**config.mk**
```make
export PLATFORM = sky130hd
export DESIGN_NAME = lar_div
export DESIGN_NICKNAME = d
export VERILOG_FILES = /design/src/sv/lar_pkg.sv /design/src/sv/lar_div.sv
export SDC_FILE = /design/constraint.sdc
export NUM_CORES = 1
export LEC_CHECK = 0
export ABC_AREA = 1
export CAP_MARGIN = 20
export CORE_MARGIN = 2
export CORE_UTILIZATION = 50
export DETAILED_ROUTE_END_ITERATION = 10
export DONT_BUFFER_PORTS = 1
export SYNTH_ARGS = -nofsm -noshare
export SYNTH_HDL_FRONTEND = slang
export SYNTH_SLANG_ARGS = --single-unit
```
**constraint.sdc**
```tcl
create_clock -name i_clk -period 5.8 [get_ports i_clk]
set_input_delay 1.74 -clock i_clk [delete_from_list [all_inputs] [get_ports i_clk]]
set_output_delay 1.74 -clock i_clk [all_outputs]
set_load 0.01 [all_outputs]
```
**src/sv/lar_pkg.sv**
```systemverilog
// shared constants, operation codes and request structs for the line rasterizer
// no dependencies
`timescale 1ns / 1ps
`default_nettype none
package lar_pkg;
    localparam int FRAME_WIDTH  = 80;
    localparam int FRAME_HEIGHT = 24;
    localparam int FRAME_SIZE   = FRAME_WIDTH * FRAME_HEIGHT;
    localparam int ADDR_W       = $clog2(FRAME_SIZE);

    localparam logic [1:0] OP_CLEAR = 2'd0;
    localparam logic [1:0] OP_DRAW  = 2'd1;
    localparam logic [1:0] OP_READ  = 2'd2;

    typedef struct packed {
        logic              re;
        logic [ADDR_W-1:0] raddr;
        logic              we;
        logic [ADDR_W-1:0] waddr;
        logic [7:0]        wdata;
    } t_ram_req;

    typedef struct packed {
        logic        start;
        logic [31:0] dividend;
        logic [15:0] divisor;
    } t_div_req;
endpackage
`default_nettype wire

```
**src/sv/lar_div.sv**
```systemverilog
// radix-2 restoring divider, one quotient bit per cycle
// depends on lar_pkg
`timescale 1ns / 1ps
`default_nettype none
module lar_div import lar_pkg::*; (
    input  wire logic     i_clk,
    input  wire logic     i_rst_n,
    input  wire t_div_req i_req,
    output logic          o_done,
    output logic [16:0]   o_quot
);
    logic        r_busy;
    logic        r_done;
    logic [4:0]  r_cnt;
    logic [15:0] r_rem;
    logic [31:0] r_quo;
    logic [15:0] r_dvs;
    logic [16:0] trial;
    logic        qbit;
    logic [16:0] n_rem;

    always_comb begin
        trial = {r_rem, r_quo[31]};
        qbit  = trial >= {1'b0, r_dvs};
        n_rem = qbit ? trial - {1'b0, r_dvs} : trial;
    end

    always_ff @(posedge i_clk) begin
        if (!i_rst_n) begin
            r_busy <= 1'b0;
            r_done <= 1'b0;
            r_cnt  <= '0;
        end else begin
            r_done <= 1'b0;
            if (i_req.start) begin
                r_busy <= 1'b1;
                r_cnt  <= 5'd31;
                r_rem  <= '0;
                r_quo  <= i_req.dividend;
                r_dvs  <= i_req.divisor;
            end else if (r_busy) begin
                r_rem <= n_rem[15:0];
                r_quo <= {r_quo[30:0], qbit};
                r_cnt <= r_cnt - 5'd1;
                if (r_cnt == 5'd0) begin
                    r_busy <= 1'b0;
                    r_done <= 1'b1;
                end
            end
        end
    end

    assign o_done = r_done;
    assign o_quot = r_quo[16:0];
endmodule
`default_nettype wire

```
==> out/results.ini <==
[critical_path]
cpMaxStageDelayCell=a21oi_4
critPathMaxFanout=38
start_kind=input pin
worst_setup_ep_type=register
worst-path-buf-inv=2
critPathTopFamily=compound AO/OA/AOI/OAI gates
required_arrival_time_at_the_worst_endpoint_ns=5.82
critPathArrivalTime_ns=3.00
critical_path.cell_chain=clkinv_1 > a21oi_4 > buf_4
critPathMaxStageDelay_ns=0.73
timing_worst_setup_path_type=in -> reg

[timing]
clock_period_minus_final_worst_setup_slack_ns=2.98
final-hold-violation-count=0
min_period_over_period_pct=51.4
maxSlewHeadroom_pct=40.1
fmaxAchievable_mhz=336
timing.final.setup_violations=0
worst_pin_slew_ns=0.896
unrepaired_setup_endpoints_after_global_routing=false
finClkSkew_ns=0.0133
setup-tns-final_ns=0
pins_over_slew_limit=0

[pwr]
power-per-cell-area_nw_per_um2=291
max-vdd-ir-drop_v=0.000160
totalPowerFinal_uw=1290
static-leakage-power_uw=0.00214

[global_routing]
globalRoute.totalOverflow=0
global_route_total_usage_across_every_layer_pct=19.9
grt_start_max_net_pins=51
grt_pass1_vias=3105
antenna_found_initial=0
grt_pass1_wl_um=14000

[clocking]
post-cts-setup-buffer-count=0
cts_hold_repair.buffers=0
cts_tree=built
cts.repair.resized=0
clkSlewWorstSetupHoldPaths_ns=0.07
cts_buffers=9
worstSkewPairLatency_ns=0.34
htree_levels=3
clock-sinks=71
root_buffer=clkbuf_8
max-clock-path-buffers=2

[placed_design]
cell_count_after_placement=612
place_hpwl_um=5900
gp_congestion=0.902
buffer_ports.inserted=0

[cells_and_area]
layout.filler_cells=805
final_net_count=588
area_delta_synth_final_pct=3.40
layout-drive-gt1-share_pct=8.03
layoutNonFillerInstCount=628
antennaDiodeCount=0
layout.core_utilization_pct=53.4

[floorplan]
start_util_pct=51.7
die_width_um=96.4
floorplan.rows=33
placeableCoreArea_um2=8260
vert_die_dim_um=96.4
boundaryPins=69
floorplan.die_area_um2=9290

[yosys]
ys_warn_count=0
synth_top_flop_cell=edfxtp_1
synthesis.area_um2=4270
synthMostInstantiatedCell=nand2_1
synth_top_area_cell=edfxtp_1
synth.ff_latch_count=71
avg_inst_size_synth_um2=7.99
netlist_top_cells_count=nand2_1 (210), inv_1 (69), edfxtp_1 (64), nor2_1 (49)
synth_top_cells_by_area=edfxtp_1 (45%), nand2_1 (18%), inv_1 (6.1%)
yosys.area.top_type_share_pct=45.0
synthesis.instances=534
yosysUniqueCellTypes=34
synthesis.nets=604
synth_async_sr_flop_share_pct=0
yosysSeqAreaShare_pct=48.3
synth_enable_flop_cells=64

[routing]
route.vias.total=3120
route.antenna.remaining_nets=0
drt_drc_violations_left=0
avgRoutedWirePerCell_um=13.1
drt_pre_antenna_iters=4
drt_first_iter_violations=133
drt-vias-per-instance=4.97
postRouteWirelength_um=8200

[status]
run_status=finished clean

[flow_run]
drv_cap=0

[worst_hold_path]
hp-class=reg -> reg

[tightest hold or removal path: cells and delay by family, from the launching register on]
| kind | cells | cell delay [ns] |
|---|---|---|
| compound gates | 1 | 0.06 |
| flops | 1 | 0.32 |
| simple gates | 1 | 0.06 |
[stage by stage]
stage / setup slack, ns / cell area, um^2 / hold slack [ns]
floorplan: 1.09 / 4270 / 0.450
global placement: 2.44 / 4220 / 0.472
detailed placement: 2.41 / 4220 / 0.480
CTS: 2.79 / 4410 / 0.493
global route: 2.67 / 4410 / 0.529
finish: 2.82 / 4410 / 0.490
[flip-flops by register name, indices dropped and copies added (netlist names)]
| register | cells |
|---|---|
| o_done | 1 |
| r_dvs | 16 |
| r_quo | 32 |
| r_busy | 1 |
| r_rem | 16 |
| r_cnt | 5 |
[power by group]
part,internal (uW),switching (uW)
logic,94.0,181
clock network,197,183
registers,609,21.7
total,900,386
[final cells by class]
cell class	count	area, um^2	area share, %
flip-flops and latches	71	2060	46.7
multi-input cells	354	1710	38.8
inverters	80	300	6.81
well taps	105	131	2.98
clock buffers	10	128	2.89
clock inverters	6	62.6	1.42
repair buffers	2	15.0	0.340
[per-layer routing]
metal	share of wire, %	up-vias	global-route usage [%]
met5	0	-	0
met4	1.4	0	7.75
met3	6.8	10	5.97
met2	48	84	33.2
met1	44	1402	24.4
li1	-	1624	-
[cells by family (layout without fill, tap and decap cells)]
| logic type | after synthesis | count (layout) | share of synthesized area (%) |
|---|---|---|---|
| simple gates | 310 | 310 | 30.5 |
| buf+inv | 109 | 98 | 11.8 |
| flops | 71 | 71 | 48.3 |
| fa+ha+maj | 19 | 19 | 5.75 |
| compound gates | 19 | 19 | 2.43 |
| xor+xnor | 6 | 6 | 1.23 |
[cell usage in the layout, fill, tap and decap left out, types with 2 or more instances in the layout]
cell type,synthesis,final
nand2_1,210,210
inv_1,69,69
edfxtp_1,64,64
nor2_1,49,49
nand3_1,18,18
ha_1,18,18
inv_2,10,10
a21oi_1,11,10
nand3b_1,9,9
clkbuf_8,0,9
dfxtp_1,7,7
nand4_1,6,6
xor2_1,6,6
nand2_2,4,4
nor2_2,4,4
o21ai_0,3,3
clkinvlp_4,0,3
nand3_2,2,2
a31oi_1,2,2
and2_1,2,2
clkinv_2,0,2
buf_4,18,2
[worst paths after layout]
kind	to	slack, ns	start	cells past startpoint
hold / removal	r_cnt[0]$_SDFFE_PN0N_	0.49	r_cnt[0]$_SDFFE_PN0N_	2
hold reg to reg	r_cnt[0]$_SDFFE_PN0N_	0.49	r_cnt[0]$_SDFFE_PN0N_	2
setup / recovery	r_quo[22]$_DFFE_PP_	2.82	i_req[48]	3
setup reg to reg	r_rem[7]$_SDFFCE_PP0P_	3.47	r_rem[5]$_SDFFCE_PP0P_	10
(Power assumes the default switching activity.)
